`src/rtl/core/ddlr_pkg.sv`:
```
// Shared types and constants of the dash-dot line rasterizer.
package ddlr_pkg;

    // Width of the two pattern registers and of the scaled lengths.
    localparam int CFG_BITS = 6;

    // Register indexes on the configuration port (byte address is four times this).
    localparam logic [0:0] REG_DASH_IDX = 1'b0;
    localparam logic [0:0] REG_GAP_IDX  = 1'b1;

    // Register values after reset.
    localparam logic [CFG_BITS-1:0] DASH_RESET = 6'd4;
    localparam logic [CFG_BITS-1:0] GAP_RESET  = 6'd2;

    // Sequencer states, one-hot.
    typedef enum logic [12:0] {
        S_IDLE = 13'b0000000000001,
        S_PREP = 13'b0000000000010,
        S_SQ0  = 13'b0000000000100,
        S_SQ1  = 13'b0000000001000,
        S_ROOT = 13'b0000000010000,
        S_DMUL = 13'b0000000100000,
        S_DDIV = 13'b0000001000000,
        S_GMUL = 13'b0000010000000,
        S_GDIV = 13'b0000100000000,
        S_INIT = 13'b0001000000000,
        S_HEAD = 13'b0010000000000,
        S_DRAW = 13'b0100000000000,
        S_TAIL = 13'b1000000000000
    } t_state;

endpackage

```
`src/rtl/core/dash_dot_line_rasterizer_unit.sv`:
```
// Dash-dot line rasterizer: takes one line command and streams out its plotted pixels.
//
// One command word is taken while the block is idle; o_s_tready stays low until the
// final pixel has been loaded into the output register. A line within one row or
// column is walked from its smaller coordinate and closes on its larger end. Any other
// line first runs a setup on one shared multiplier with a compare against a target
// register: decode, two squares, a bit-by-bit floor square root of COORD_BITS+1 steps,
// then a product and a bit-by-bit quotient of six steps for each of the scaled dash
// and gap, and the pattern load. The walk then takes the start pixel, makes one
// major-axis step per cycle while the output word can be loaded (major - 1 steps),
// leaves the walk and takes the end pixel. A pixel waits whenever the output word
// is not taken.
module dash_dot_line_rasterizer_unit
    import ddlr_pkg::*;
#(
    parameter int COORD_BITS = 6,
    parameter int COLOR_BITS = 8
) (
    input  logic                         i_clk,
    input  logic                         i_rst_n,
    // Command words.
    input  logic                         i_s_tvalid,
    output logic                         o_s_tready,
    // tdata: start_row, start_col, end_row, end_col, pen_color (lowest bit up).
    input  logic [((4*COORD_BITS+COLOR_BITS+7)/8)*8-1:0] i_s_tdata,
    // tuser: xor_mode.
    input  logic                         i_s_tuser,
    // Pixel words.
    output logic                         o_m_tvalid,
    input  logic                         i_m_tready,
    // tdata: pixel_row, pixel_col, pixel_color (lowest bit up).
    output logic [((2*COORD_BITS+COLOR_BITS+7)/8)*8-1:0] o_m_tdata,
    // tuser: pixel_xor.
    output logic                         o_m_tuser,
    output logic                         o_m_tlast,
    // Configuration port.
    input  logic                         psel,
    input  logic                         penable,
    input  logic                         pwrite,
    input  logic [2:0]                   paddr,
    input  logic [31:0]                  pwdata,
    output logic [31:0]                  prdata,
    output logic                         pready
);

    localparam int CB     = COORD_BITS;
    localparam int RW     = CB + 1;
    localparam int MW     = (RW > CFG_BITS) ? RW : CFG_BITS;
    localparam int PW     = 2 * MW;
    localparam int BCW    = $clog2(MW);
    localparam int OUT_TW = ((2*CB + COLOR_BITS + 7) / 8) * 8;

    // Configuration registers.
    logic [CFG_BITS-1:0] r_dash_len, r_gap_len;
    logic                cfg_wr;
    logic [0:0]          cfg_idx;

    // Sequencer and command registers.
    t_state              r_state, n_state;
    logic [CB-1:0]       r_r1, r_c1, r_r2, r_c2;
    logic [COLOR_BITS-1:0] r_color;
    logic                r_xor;

    // Walk registers.
    logic [CB-1:0]       r_u, n_u, r_v, n_v;
    logic [CB-1:0]       r_m, n_m, r_mn, n_mn;
    logic [CB-1:0]       r_steps, n_steps;
    logic [CB:0]         r_acc, n_acc;
    logic                r_udec, n_udec, r_vdec, n_vdec;
    logic                r_rowmajor, n_rowmajor, r_diag, n_diag;

    // Pattern registers.
    logic [CFG_BITS-1:0] r_sd, n_sd, r_sg, n_sg, r_dc, n_dc;
    logic [CFG_BITS:0]   r_gc, n_gc;

    // Shared multiply and compare unit state.
    logic [PW-1:0]       r_target, n_target;
    logic [RW-1:0]       r_root, n_root;
    logic [CFG_BITS-1:0] r_quo, n_quo;
    logic [BCW-1:0]      r_bit, n_bit;

    // Output register.
    logic                r_ovalid, n_ovalid;
    logic [CB-1:0]       r_o_row, n_o_row, r_o_col, n_o_col;
    logic [COLOR_BITS-1:0] r_o_color, n_o_color;
    logic                r_o_xor, n_o_xor, r_o_last, n_o_last;

    logic                s_accept, out_free;

    // Configuration write and read.
    assign pready  = 1'b1;
    assign cfg_idx = paddr[2:2];
    assign cfg_wr  = psel & penable & pwrite & pready;

    always_comb begin
        case (cfg_idx)
            REG_DASH_IDX: prdata = 32'(r_dash_len);
            REG_GAP_IDX:  prdata = 32'(r_gap_len);
            default:      prdata = 32'd0;
        endcase
    end

    always_ff @(posedge i_clk) begin
        if (!i_rst_n) begin
            r_dash_len <= DASH_RESET;
            r_gap_len  <= GAP_RESET;
        end else if (cfg_wr) begin
            if (cfg_idx == REG_DASH_IDX) begin
                r_dash_len <= pwdata[CFG_BITS-1:0];
            end else begin
                r_gap_len <= pwdata[CFG_BITS-1:0];
            end
        end
    end

    // Handshakes and output ports.
    assign o_s_tready = (r_state == S_IDLE);
    assign s_accept   = i_s_tvalid & o_s_tready;
    assign out_free   = ~r_ovalid | i_m_tready;
    assign o_m_tvalid = r_ovalid;
    assign o_m_tdata  = OUT_TW'({r_o_color, r_o_col, r_o_row});
    assign o_m_tuser  = r_o_xor;
    assign o_m_tlast  = r_o_last;

    // Shared unit: one multiplier and one compare against the target register.
    logic [MW-1:0]       mul_a, mul_b;
    logic [PW-1:0]       mul_p;
    logic                mul_le;
    logic [MW-1:0]       bit_mask;
    logic [RW-1:0]       trial_root;
    logic [CFG_BITS-1:0] trial_q, q_new;

    assign bit_mask   = MW'(1) << r_bit;
    assign trial_root = r_root | bit_mask[RW-1:0];
    assign trial_q    = r_quo | bit_mask[CFG_BITS-1:0];
    assign mul_p      = mul_a * mul_b;
    assign mul_le     = (mul_p <= r_target);
    assign q_new      = mul_le ? trial_q : r_quo;

    always_comb begin
        case (r_state)
            S_SQ0:   begin mul_a = MW'(r_m);        mul_b = MW'(r_m);      end
            S_SQ1:   begin mul_a = MW'(r_mn);       mul_b = MW'(r_mn);     end
            S_ROOT:  begin mul_a = MW'(trial_root); mul_b = MW'(trial_root); end
            S_DMUL:  begin mul_a = MW'(r_dash_len); mul_b = MW'(r_m);      end
            S_GMUL:  begin mul_a = MW'(r_gap_len);  mul_b = MW'(r_m);      end
            S_DDIV,
            S_GDIV:  begin mul_a = MW'(trial_q);    mul_b = MW'(r_root);   end
            default: begin mul_a = '0;              mul_b = '0;            end
        endcase
    end

    // Command decode: differences, magnitudes and directions.
    logic [CB:0]   d_r, d_c, nd_r, nd_c;
    logic [CB-1:0] ad_r, ad_c;
    logic          neg_r, neg_c, same_row, axis;

    always_comb begin
        d_r      = {1'b0, r_r2} - {1'b0, r_r1};
        d_c      = {1'b0, r_c2} - {1'b0, r_c1};
        nd_r     = -d_r;
        nd_c     = -d_c;
        neg_r    = d_r[CB];
        neg_c    = d_c[CB];
        ad_r     = neg_r ? nd_r[CB-1:0] : d_r[CB-1:0];
        ad_c     = neg_c ? nd_c[CB-1:0] : d_c[CB-1:0];
        same_row = (ad_r == '0);
        axis     = same_row || (ad_c == '0);
    end

    // Dash-dot pattern step for one pixel.
    logic                pat_hit;
    logic [CFG_BITS-1:0] pat_dc;
    logic [CFG_BITS:0]   pat_gc, gc_dec, gap_span;

    assign gap_span = {r_sg, 1'b1};

    always_comb begin
        pat_dc  = r_dc;
        pat_gc  = r_gc;
        pat_hit = 1'b1;
        gc_dec  = (r_gc != '0) ? r_gc - 1'b1 : r_gc;
        if (r_sd != '0) begin
            if (r_dc != '0) begin
                pat_dc = r_dc - 1'b1;
                if (r_dc == CFG_BITS'(1)) begin
                    pat_gc = gap_span;
                end
            end else begin
                pat_hit = (r_gc == ({1'b0, r_sg} + 1'b1));
                pat_gc  = gc_dec;
                if (gc_dec == '0) begin
                    pat_dc = r_sd;
                end
            end
        end
    end

    // DDA step along the major axis.
    logic [CB:0]   dda_sum, dda_red;
    logic          dda_carry;
    logic [CB-1:0] dda_u, dda_v;

    always_comb begin
        dda_sum   = r_acc + {1'b0, r_mn};
        dda_carry = (dda_sum >= {1'b0, r_m});
        dda_red   = dda_carry ? dda_sum - {1'b0, r_m} : dda_sum;
        dda_u     = r_udec ? r_u - 1'b1 : r_u + 1'b1;
        dda_v     = r_v;
        if (dda_carry) begin
            dda_v = r_vdec ? r_v - 1'b1 : r_v + 1'b1;
        end
    end

    // Sequencer.
    always_comb begin
        n_state    = r_state;
        n_u        = r_u;
        n_v        = r_v;
        n_m        = r_m;
        n_mn       = r_mn;
        n_steps    = r_steps;
        n_acc      = r_acc;
        n_udec     = r_udec;
        n_vdec     = r_vdec;
        n_rowmajor = r_rowmajor;
        n_diag     = r_diag;
        n_sd       = r_sd;
        n_sg       = r_sg;
        n_dc       = r_dc;
        n_gc       = r_gc;
        n_target   = r_target;
        n_root     = r_root;
        n_quo      = r_quo;
        n_bit      = r_bit;
        n_ovalid   = r_ovalid & ~i_m_tready;
        n_o_row    = r_o_row;
        n_o_col    = r_o_col;
        n_o_color  = r_o_color;
        n_o_xor    = r_o_xor;
        n_o_last   = r_o_last;

        case (r_state)
            S_IDLE: begin
                if (s_accept) begin
                    n_state = S_PREP;
                end
            end

            // Pick the walk: axis-aligned from the smaller coordinate, else a DDA.
            S_PREP: begin
                n_acc = '0;
                if (axis) begin
                    n_diag     = 1'b0;
                    n_udec     = 1'b0;
                    n_sd       = r_dash_len;
                    n_sg       = r_gap_len;
                    n_dc       = r_dash_len;
                    n_gc       = '0;
                    n_rowmajor = ~same_row;
                    if (same_row) begin
                        n_u     = (r_c1 < r_c2) ? r_c1 : r_c2;
                        n_v     = r_r2;
                        n_steps = ad_c;
                    end else begin
                        n_u     = (r_r1 < r_r2) ? r_r1 : r_r2;
                        n_v     = r_c2;
                        n_steps = ad_r;
                    end
                    n_state = S_DRAW;
                end else begin
                    n_diag = 1'b1;
                    if (ad_r < ad_c) begin
                        n_rowmajor = 1'b0;
                        n_m        = ad_c;
                        n_mn       = ad_r;
                        n_udec     = neg_c;
                        n_vdec     = neg_r;
                        n_u        = r_c1;
                        n_v        = r_r1;
                        n_steps    = ad_c - 1'b1;
                    end else begin
                        n_rowmajor = 1'b1;
                        n_m        = ad_r;
                        n_mn       = ad_c;
                        n_udec     = neg_r;
                        n_vdec     = neg_c;
                        n_u        = r_r1;
                        n_v        = r_c1;
                        n_steps    = ad_r - 1'b1;
                    end
                    n_state = S_SQ0;
                end
            end

            // Sum of squares of the two axis lengths.
            S_SQ0: begin
                n_target = mul_p;
                n_state  = S_SQ1;
            end

            S_SQ1: begin
                n_target = r_target + mul_p;
                n_root   = '0;
                n_bit    = BCW'(RW - 1);
                n_state  = S_ROOT;
            end

            // Floor square root, one result bit a cycle.
            S_ROOT: begin
                if (mul_le) begin
                    n_root = trial_root;
                end
                if (r_bit == '0) begin
                    n_state = S_DMUL;
                end else begin
                    n_bit = r_bit - 1'b1;
                end
            end

            // Scaled dash: dash_length * major / root.
            S_DMUL: begin
                n_target = mul_p;
                n_quo    = '0;
                n_bit    = BCW'(CFG_BITS - 1);
                n_state  = S_DDIV;
            end

            S_DDIV: begin
                n_quo = q_new;
                if (r_bit == '0) begin
                    n_sd    = q_new;
                    n_state = S_GMUL;
                end else begin
                    n_bit = r_bit - 1'b1;
                end
            end

            // Scaled gap: gap_length * major / root.
            S_GMUL: begin
                n_target = mul_p;
                n_quo    = '0;
                n_bit    = BCW'(CFG_BITS - 1);
                n_state  = S_GDIV;
            end

            S_GDIV: begin
                n_quo = q_new;
                if (r_bit == '0) begin
                    n_sg    = q_new;
                    n_state = S_INIT;
                end else begin
                    n_bit = r_bit - 1'b1;
                end
            end

            // The start pixel uses up one dash pixel.
            S_INIT: begin
                n_dc = (r_sd != '0) ? r_sd - 1'b1 : r_sd;
                n_gc = (r_sd == CFG_BITS'(1)) ? gap_span : '0;
                n_state = S_HEAD;
            end

            S_HEAD: begin
                if (out_free) begin
                    n_ovalid  = 1'b1;
                    n_o_row   = r_r1;
                    n_o_col   = r_c1;
                    n_o_color = r_color;
                    n_o_xor   = r_xor;
                    n_o_last  = 1'b0;
                    n_state   = S_DRAW;
                end
            end

            // One pixel step a cycle while the output word can be loaded.
            S_DRAW: begin
                if (r_steps == '0) begin
                    n_state = S_TAIL;
                end else if (out_free) begin
                    n_steps = r_steps - 1'b1;
                    n_dc    = pat_dc;
                    n_gc    = pat_gc;
                    if (r_diag) begin
                        n_u   = dda_u;
                        n_v   = dda_v;
                        n_acc = dda_red;
                    end else begin
                        n_u = r_u + 1'b1;
                    end
                    if (pat_hit) begin
                        n_ovalid  = 1'b1;
                        n_o_color = r_color;
                        n_o_xor   = r_xor;
                        n_o_last  = 1'b0;
                        if (r_diag) begin
                            n_o_row = r_rowmajor ? dda_u : dda_v;
                            n_o_col = r_rowmajor ? dda_v : dda_u;
                        end else begin
                            n_o_row = r_rowmajor ? r_u : r_v;
                            n_o_col = r_rowmajor ? r_v : r_u;
                        end
                    end
                end
            end

            // The closing pixel: the second endpoint of a DDA line, or the larger
            // end of a row or column line, where the walk has stopped.
            S_TAIL: begin
                if (out_free) begin
                    n_ovalid  = 1'b1;
                    n_o_color = r_color;
                    n_o_xor   = r_xor;
                    n_o_last  = 1'b1;
                    if (r_diag) begin
                        n_o_row = r_r2;
                        n_o_col = r_c2;
                    end else begin
                        n_o_row = r_rowmajor ? r_u : r_v;
                        n_o_col = r_rowmajor ? r_v : r_u;
                    end
                    n_state   = S_IDLE;
                end
            end

            default: begin
                n_state = S_IDLE;
            end
        endcase
    end

    // Control registers.
    always_ff @(posedge i_clk) begin
        if (!i_rst_n) begin
            r_state  <= S_IDLE;
            r_ovalid <= 1'b0;
        end else begin
            r_state  <= n_state;
            r_ovalid <= n_ovalid;
        end
    end

    // Command capture.
    always_ff @(posedge i_clk) begin
        if (s_accept) begin
            r_r1    <= i_s_tdata[CB-1:0];
            r_c1    <= i_s_tdata[2*CB-1:CB];
            r_r2    <= i_s_tdata[3*CB-1:2*CB];
            r_c2    <= i_s_tdata[4*CB-1:3*CB];
            r_color <= i_s_tdata[4*CB+COLOR_BITS-1:4*CB];
            r_xor   <= i_s_tuser;
        end
    end

    // Datapath registers.
    always_ff @(posedge i_clk) begin
        r_u        <= n_u;
        r_v        <= n_v;
        r_m        <= n_m;
        r_mn       <= n_mn;
        r_steps    <= n_steps;
        r_acc      <= n_acc;
        r_udec     <= n_udec;
        r_vdec     <= n_vdec;
        r_rowmajor <= n_rowmajor;
        r_diag     <= n_diag;
        r_sd       <= n_sd;
        r_sg       <= n_sg;
        r_dc       <= n_dc;
        r_gc       <= n_gc;
        r_target   <= n_target;
        r_root     <= n_root;
        r_quo      <= n_quo;
        r_bit      <= n_bit;
        r_o_row    <= n_o_row;
        r_o_col    <= n_o_col;
        r_o_color  <= n_o_color;
        r_o_xor    <= n_o_xor;
        r_o_last   <= n_o_last;
    end

`ifndef ASSERT_OFF
    // A taken command word closes the input; the check looks at the ready right after the accept.
    a_busy_after_accept: assert property (@(posedge i_clk) disable iff (!i_rst_n)
        s_accept |=> !o_s_tready)
        else $error("command accepted while a line is in progress");

    // The square root never overshoots the sum of squares.
    a_root_bound: assert property (@(posedge i_clk) disable iff (!i_rst_n)
        (r_state == S_DMUL) |-> (PW'(r_root) * PW'(r_root) <= r_target))
        else $error("square root exceeds its radicand");

    // The gap counter stays at or below its reload value, gap_span, while walking.
    a_gap_bound: assert property (@(posedge i_clk) disable iff (!i_rst_n)
        (r_state == S_DRAW) |-> (r_gc <= gap_span))
        else $error("gap counter beyond the gap length");
`endif

endmodule
```
`config.mk`:
```
export PLATFORM = sky130hd
export DESIGN_NAME = dash_dot_line_rasterizer_unit
export DESIGN_NICKNAME = d
export VERILOG_FILES = /design/src/rtl/core/ddlr_pkg.sv /design/src/rtl/core/dash_dot_line_rasterizer_unit.sv
export SDC_FILE = /design/constraint.sdc
export NUM_CORES = 1
export LEC_CHECK = 0
export ABC_AREA = 0
export BUFFER_PORTS_ARGS = -buffer_cell sky130_fd_sc_hd__buf_2
export CORE_UTILIZATION = 45
export DETAILED_ROUTE_END_ITERATION = 12
export SLEW_MARGIN = 30
export SYNTH_ARGS = -nofsm -noshare
export SYNTH_HDL_FRONTEND = slang
export SYNTH_SLANG_ARGS = --single-unit
```
`constraint.sdc`:
```
create_clock -name i_clk -period 8.7 [get_ports i_clk]
set_input_delay 0.435 -clock i_clk [delete_from_list [all_inputs] [get_ports i_clk]]
set_output_delay 0.435 -clock i_clk [all_outputs]
set_load 0.005 [all_outputs]
```
# == Word-level counts from Yosys, hierarchy flattened ==
# Index checks and enable logic that the tools add are counted.
# totals
register_bits,177
latchBits,0
mem_bits_rw,0
mem_bits_ro,0
inputBits,75
wordCells,265
mem_count,0
# classes
add_sub_neg,19
mul,1
div,0
order_cmp,5
n_eq_ne,34
shift,1
n_mux,122
n_bitwise,12
n_reduce_logical,38
# ops
op,count
6-bit two-way mux,54
13-bit one-hot mux with 13 select lines,1
13-bit two-way mux,7
7-bit two-way mux,13
6-bit one-hot mux with 2 select lines,6
32-bit one-hot mux with 2 select lines,1
6-bit one-hot mux with 3 select lines,3
7-bit one-hot mux with 6 select lines,1
"6-bit by 1-bit subtractor with 6-bit output, second input constant",7
8-bit two-way mux,4
"2-bit != test, second input constant",14
14-bit one-hot mux with 2 select lines,1
7-bit one-hot mux with 2 select lines,2
7-bit one-hot mux with 4 select lines,1
7-bit one-hot mux with 3 select lines,1
1-bit two-way mux,20
6-bit zero test,3
6-bit < comparator,3
6-bit AND reduction,3
8-bit one-hot mux with 2 select lines,1
14-bit adder,1
14-bit less-or-equal comparator,1
7-bit by 7-bit multiplier with 14-bit output,1
2-bit nonzero test,7
50 further kinds,76

# == Logic depth before layout (Yosys ltp) ==
# Gate-level depths: netlist of run 1.
# depth
ltp_word,9
depth_mapped,33
mapped_depth_nobuf,33

# == Worst setup path before layout of run 1 ==
# No wires, ideal clock.
# synth_timing
path_kind,reg2reg
from,register r_state[1]
to,register r_sg[4] (data pin)
setup_time_ns,0.266
arrival_ns,7.186
setup_slack_ns,1.249
path_stages_with_launch,28
period_less_slack_ns,7.451
cell_sequence,dfxtp_1 -> or3_1 -> nor3_1 -> nand2_1 -> nor3b_2 -> nand2b_1 -> buf_2 -> a221oi_1 -> or2_2 -> fa_1 -> fa_1 -> inv_1 -> fa_1 -> inv_1 -> fa_1 -> inv_1 -> ha_1 -> a21oi_1 -> o21bai_1 -> a41o_1 -> o41a_1 -> xnor2_1 -> ha_1 -> nand2b_1 -> o31a_1 -> a311o_1 -> a31oi_1 -> o21ai_0
# synth_between
elab_chain_len,8
# synth_rtl
item,line_no,text
start: declaration,dash_dot_line_rasterizer_unit.sv:59,"t_state r_state, n_state;"
start signal: assignment,dash_dot_line_rasterizer_unit.sv:438,r_state <= n_state;
"13-bit by 8-bit == test with 1-bit output, or another cell as far along",dash_dot_line_rasterizer_unit.sv:141,case (r_state)
3-bit OR reduction (no source line) / 2-bit OR reduction (equally long branches),-,
7-bit one-hot mux with 4 select lines / 7-bit one-hot mux with 6 select lines (equally long branches),dash_dot_line_rasterizer_unit.sv:141,
7-bit by 7-bit multiplier with 14-bit output,dash_dot_line_rasterizer_unit.sv:136,assign mul_p = mul_a * mul_b;
14-bit less-or-equal comparator,dash_dot_line_rasterizer_unit.sv:137,assign mul_le = (mul_p <= r_target);
6-bit two-way mux,dash_dot_line_rasterizer_unit.sv:138,assign q_new = mul_le ? trial_q : r_quo;
6-bit two-way mux,dash_dot_line_rasterizer_unit.sv:349,if (r_bit == '0) begin
6-bit one-hot mux with 2 select lines (*),dash_dot_line_rasterizer_unit.sv:243,case (r_state)
net n_sg[4],dash_dot_line_rasterizer_unit.sv:73,"logic [CFG_BITS-1:0] r_sd, n_sd, r_sg, n_sg, r_dc, n_dc;"
end signal: assignment,dash_dot_line_rasterizer_unit.sv:468,r_sg <= n_sg;
end: declaration,dash_dot_line_rasterizer_unit.sv:73,
# The timed path passes the listed nets; every way through them passes the cells marked *. The select of a mux whose other input is x is not followed.
# A chain may end at the register's enable or synchronous reset.

# == Final worst setup path of run 1 ==
# layout_timing
from,register r_state[10]
to,register r_sg[4] (data pin)
# Same word-level chain as after synthesis.

==> results of run 1 <==
critical path, stage by stage (launching register included):
cell      delay (ns)
dfxtp_1         0.36
nor3_1          0.25
nor4b_4         0.31
nand2_1         0.14
nor3_1          0.69
nand2_1         0.12
nand3_1         0.16
a211oi_1        0.15
or2_2           0.37
fa_1            0.52
fa_1            0.54
inv_1           0.06
fa_1            0.55
inv_1           0.06
fa_1            0.53
inv_1           0.04
ha_1            0.32
a21oi_1         0.23
o21bai_1        0.13
a41o_1          0.28
o41a_1          0.33
xnor2_1         0.15
ha_1            0.33
nand2b_1        0.10
o31a_1          0.30
a311o_2         0.46
a31oi_1         0.30
o21ai_0         0.18
metal layers:
metal / track usage, % / vias up / wire length, um
met2: 36.8 / 264 / 15900
met5: 0 / - / 0
li1: - / 5374 / -
met4: 6.34 / 0 / 474
met1: 29.2 / 5274 / 15900
met3: 3.00 / 37 / 1230
registers in the layout, summed over array words and instances (netlist names), 7 cells and up:
register / count
r_root: 7
r_acc: 7
r_o_color: 8
r_color: 8
r_state: 13
r_target: 14
r_gc: 7
power groups by stage:
| stage | clock [mW] | sequential (mW) | combinational (mW) |
|---|---|---|---|
| after CTS | 0.809 | 1.17 | 1.54 |
| after global routing | 0.838 | 1.18 | 1.74 |
| after global placement | 0 | 1.18 | 1.51 |
| final | 0.792 | 1.17 | 1.56 |
| after detailed placement | 0 | 1.19 | 1.53 |
| after floorplan | 0 | 1.14 | 1.21 |
path summary, 6_finish.rpt:
path,startpoint,to,cells past startpoint
hold reg to reg,r_color[1]$_DFFE_PP_,r_o_color[1]$_DFFE_PP_,0
setup reg to reg,r_state[10]$_SDFFE_PN0P_,r_sg[4]$_DFFE_PP_,27
hold / removal,i_s_tdata[29],r_color[5]$_DFFE_PP_,1
setup / recovery,r_state[10]$_SDFFE_PN0P_,r_sg[4]$_DFFE_PP_,27
layout by cell type (no fill, tap or decap), drive strengths merged, types with 12 or more instances in the layout:
cell    count
nor3       27
o21ai      92
edfxtp    151
fa         30
inv       121
nand2     114
or2        21
nand2b     18
mux2       20
nor2      128
nand3      28
a21o       21
dfxtp      26
mux2i      44
clkbuf     20
and2       12
ha        113
o21bai     14
conb       31
xor2       25
nor2b      23
a211oi     14
a31oi      15
xnor2      54
a21oi      99
a221oi     13
buf        92
area by class of cell:
cell class / count / area, um2 / share of cell area [%]
clock inverters: 14 / 190 / 1.24
repair buffers: 94 / 531 / 3.47
inverters: 117 / 439 / 2.87
flip-flops and latches: 177 / 5050 / 33.0
well taps: 396 / 495 / 3.24
multi-input cells: 1127 / 8150 / 53.3
clock buffers: 18 / 439 / 2.87
repair_timing:
item / CTS / global route
buffers inserted: 0 / 0
endpoints found under the setup margin: 0 / 25
resized for setup: 0 / 6
cells by family after synthesis:
| kind of cell | after synthesis |
|---|---|
| other cells | 2 |
| xor+xnor | 80 |
| mux | 64 |
| simple gates | 440 |
| compound gates | 369 |
| buf+inv | 201 |
| flops | 177 |
| fa+ha+maj | 143 |
through the flow:
stage	hold slack, ns	util, %
6_report	0.153	50.1
5_1_grt	0.134	50.1
4_1_cts	0.134	49.9
3_5_place_dp	0.406	47.8
3_3_place_gp	0.401	47.8
2_1_floorplan	0.400	-
==> results.cfg, run 1 <==
[place]
post_dp_cell_area_um2 = 14600
io_buffers = 76
hpwl_um = 25800
post-place-ws_ns = 0.396
place_congestion = 0.870
dp_cells = 1908

[synth]
async_reset_ff_share_pct = 0
yosys.cell_count.top_type = edfxtp_1
yosys_warnings = 0
yosys.area.top_type = edfxtp_1
synth-compound-area-share_pct = 17.2
yosysSeqAreaShare_pct = 36.3
synthSimpleGateAreaFrac_pct = 15.6
ys_seq_elements = 177
synth_cell_type_count = 84
avgSynthCellArea_um2 = 9.43
synth_xor_area_share_pct = 5.14
synth_ff_type = edfxtp_1
synth_top_family_by_area = compound AO/OA/AOI/OAI gates
synth.top_cell.area_share_pct = 32.6
synth_fa_ha_area_share_pct = 14.5
synth_area_um2 = 13900
synthTopCellsByArea = edfxtp_1 33%, ha_1 10%, fa_1 4.3%, dfxtp_1 3.7%, a21oi_1 3.6%
netlist_top_cells_count = 151 x edfxtp_1, 128 x nor2_1, 116 x inv_1
synth_mux_area_share_pct = 4.81
syn_inst = 1476
synth-edff-count = 151

[timing]
relSlewSlack_pct = 39.7
final.setup.tns_ns = 0
finalHoldViolCount = 0
slew_violations = 0
fmax_ghz = 0.121
skew_ns = 0.0156
timing.final.ws_setup_ns = 0.447
min_period_ns = 8.25
setup_viol = 0
fin_crit_sh_pct = 94.9
worstMarginPinSlew_ns = 0.905

[route]
via_count = 10900
via_per_inst = 5.64
wl_per_cell_um = 17.2
wirelength_um = 33400
dr.pass1.iters = 5
postRouteAntennaNets = 0
drc = 0
drt_iter0_drc = 742

[layout]
fin_nets = 1752
drive_gt1_share_pct = 12.0
final_cells = 1943
design_area_um2 = 15300
num_antenna_cells = 0
area_growth_pct = 9.96
nFillCells = 2826

[setup_path]
crit_type = flop to flop
path_max_fanout = 7
arrival_ns = 8.42
required_ns = 8.87
reg2reg_slack_ns = 0.45
cp-start-kind = flop
crit_path_end_kind = flop

[clock_tree]
insertion_delay_ns = 0.45
cts_made_buffers = 17
htree_levels = 4
path_clk_slew_ns = 0.08
cts-root-buf = clkbuf_16
hold_buffers = 0
cts_num_sinks = 177
cts_tree = yes
clk_path_buf_depth = 2

[floorplanning]
die_w_um = 178
dieArea_um2 = 31600
core-area_um2 = 30500
die_h_um = 178
start_util_pct = 45.6
boundaryPins = 136
placementRows = 64

[power_and_ir_drop]
p_int_mw = 2.14
p_per_area_nw_per_um2 = 230
pwr-share-comb_pct = 44.2
switching_share_pct = 39.2
seqPwrFrac_pct = 33.2
ir_drop_uv = 274
power_frac_clock_pct = 22.5
switchingPower_mw = 1.38
design_power_total_mw = 3.52
p_leak_nw = 6.38

[global_route]
globalRouteTotalUtil_pct = 21.9
grt-ovfl-total = 0
first_global_vias = 10500
antenna_found_initial = 0
grt_max_degree = 34
grt_pass1_wl_um = 54100

[hold_path]
hp-class = primary input to flop

[job]
max_cap_viol_count = 0

[outcome]
run_status = complete, no violations
Power figures use the tool's default switching activity.
==> run 2, diff against run 1 <==
Settings changed: ABC_AREA 0 to 1.
==> results.cfg, run 2 <==
[synth]
synth_cell_type_count = 56
avgSynthCellArea_um2 = 7.79
synth-edff-count = 151
synth_xor_area_share_pct = 3.34
synthTopCellsByArea = edfxtp_1 31%, nand2_1 9.7%, ha_1 9.7%, inv_1 6.8%, o21ai_0 5.2%
async_reset_ff_share_pct = 0
netlist_top_cells_count = 379 x nand2_1, 265 x inv_1, 165 x nor2_1
synth_top_family_by_area = simple AND/OR/NAND/NOR gates
synth_fa_ha_area_share_pct = 13.8
yosys.area.top_type = edfxtp_1
yosysSeqAreaShare_pct = 34.6
ys_seq_elements = 177
synth_area_um2 = 14600
synth-compound-area-share_pct = 13.4
synthSimpleGateAreaFrac_pct = 24.6
syn_inst = 1878
synth.top_cell.area_share_pct = 31.0
yosys_warnings = 0
synth_ff_type = edfxtp_1
yosys.cell_count.top_type = nand2_1
synth_mux_area_share_pct = 0

[power_and_ir_drop]
ir_drop_uv = 344
p_per_area_nw_per_um2 = 316
p_leak_nw = 7.59

[timing]
fmax_ghz = 0.127
final.setup.tns_ns = 0
worstMarginPinSlew_ns = 0.814
skew_ns = 0.0142
relSlewSlack_pct = 45.6
slew_violations = 0
rsz0062_at_grt = false
finalHoldViolCount = 0
min_period_ns = 7.88
setup_viol = 0
fin_hold_ws_ns = 0.159
fin_crit_sh_pct = 90.6

[layout]
top_register = r_target
fin_nets = 2150
num_antenna_cells = 0
drive_gt1_share_pct = 10.5
largest_register_ff_count = 14
reg_top3 = r_target x14, r_state x13
final_cells = 2380
mostFrequentLayoutCells = 379 x nand2_1, 265 x inv_1, 164 x nor2_1
area_growth_pct = 8.53
final_common_cell = nand2_1

[global_route]
globalRouteTotalUtil_pct = 22.7
grt_pass1_wl_um = 59500
met3_usage_pct = 3.75
grt_util_met1_pct = 31.7
use_met2_pct = 36.4
grt_max_degree = 45
grt-ovfl-total = 0
antenna_found_initial = 0
gr-max-usage-layer = met2
first_global_vias = 11600

[clock_tree]
path_clk_slew_ns = 0.07
cts-root-buf = clkbuf_16
post_cts_resized = 0
hold_buffers = 0
cts_made_buffers = 17
cts_num_sinks = 177
post_cts_buffers = 0
clk_path_buf_depth = 2
cts_tree = yes
insertion_delay_ns = 0.45
htree_levels = 4

[setup_path]
cp-start-kind = flop
slowest_stage = fa_1
max_stage_delay_ns = 0.54
crit_path_end_kind = flop
required_ns = 8.87
path_max_fanout = 21
crit_type = flop to flop
path_common_cell = inv_1
arrival_ns = 8.06

[job]
max_cap_viol_count = 0

[route]
drt_iter0_drc = 1045
postRouteAntennaNets = 0
dr.pass1.iters = 6
wirelength_um = 37000
via_per_inst = 5.23
wl_per_cell_um = 15.6
drc = 0
via_count = 12500

[outcome]
run_status = complete, no violations

[hold_path]
hp-class = primary input to flop

[floorplanning]
die_h_um = 182
dieArea_um2 = 33200
boundaryPins = 136
placementRows = 65
die_w_um = 182
core-area_um2 = 31800
start_util_pct = 46.0

[place]
dp_cells = 2347
io_buffers = 76
place_congestion = 0.885
hpwl_um = 28700
run 2: cell types whose count changed in the layout (fill, tap and decap cells not counted), moves of 33 or more:
cell and change:
inv_1 +149, nor2_1 +38, nand3_1 +95, nand2_1 +265, xnor2_1 -33, mux2i_1 -44, o21ai_0 +63
run 2: metrics by stage:
stage          power (mW)  cell area (um2)  utilization, %  setup slack (ns)
2_1_floorplan        3.49            14700               -              2.06
3_3_place_gp         4.17            15300            48.0             0.931
3_5_place_dp         4.20            15300            48.0             0.844
4_1_cts              4.99            15900            49.8             0.807
5_1_grt              5.48            15900            49.9             0.293
6_report             5.02            15900            49.9             0.819
run 2: worst max-delay path, delay by kind of cell (launching register included):
family,cells,cell delay (ns)
DFF,1,0.48
xor gates and xnor gates,1,0.21
buffers and inverters,10,1.08
and+or+nand+nor,11,1.70
adders and majority gates,6,2.66
AOI/OAI and AO/OA,6,1.45
run 2: logic make-up (layout without fill, tap and decap cells):
family / Yosys count / count (layout)
buffers and inverters: 359 / 397
and+or+nand+nor: 796 / 796
adders and majority gates: 143 / 143
DFF: 177 / 177
other: 2 / 31
xor gates and xnor gates: 55 / 55
AOI/OAI and AO/OA: 346 / 346
run 2: path summary, 6_finish.rpt:
path / startpoint / to / slack, ns / cells past startpoint
max: r_state[12]$_SDFFE_PN0P_ / r_sd[2]$_DFFE_PP_ / 0.82 / 34
min: i_s_tdata[27] / r_color[3]$_DFFE_PP_ / 0.16 / 1
min reg2reg: r_color[5]$_DFFE_PP_ / r_o_color[5]$_DFFE_PP_ / 0.42 / 0
max reg2reg: r_state[12]$_SDFFE_PN0P_ / r_sd[2]$_DFFE_PP_ / 0.82 / 34
run 2: metal layers:
layer,up-vias,routed length (um)
met1,5791,18000
met2,330,16800
li1,6293,-
met4,0,501
met5,-,0
met3,38,1680
run 2: power breakdown:
group          switching [mW]  internal (mW)  leakage, nW  total (mW)
Combinational            1.98          0.923         5.71        2.91
Clock                   0.375          0.409        0.287       0.784
Sequential              0.103           1.23         1.60        1.33
Total                    2.46           2.56         7.59        5.02
run 2: cell type report:
type,instances,area [um2]
repair buffers,81,438
flip-flops and latches,177,5050
multi-input cells,1371,8180
well taps,435,544
fillers,3108,15900
clock inverters,15,164
inverters,284,1070
clock buffers,17,425
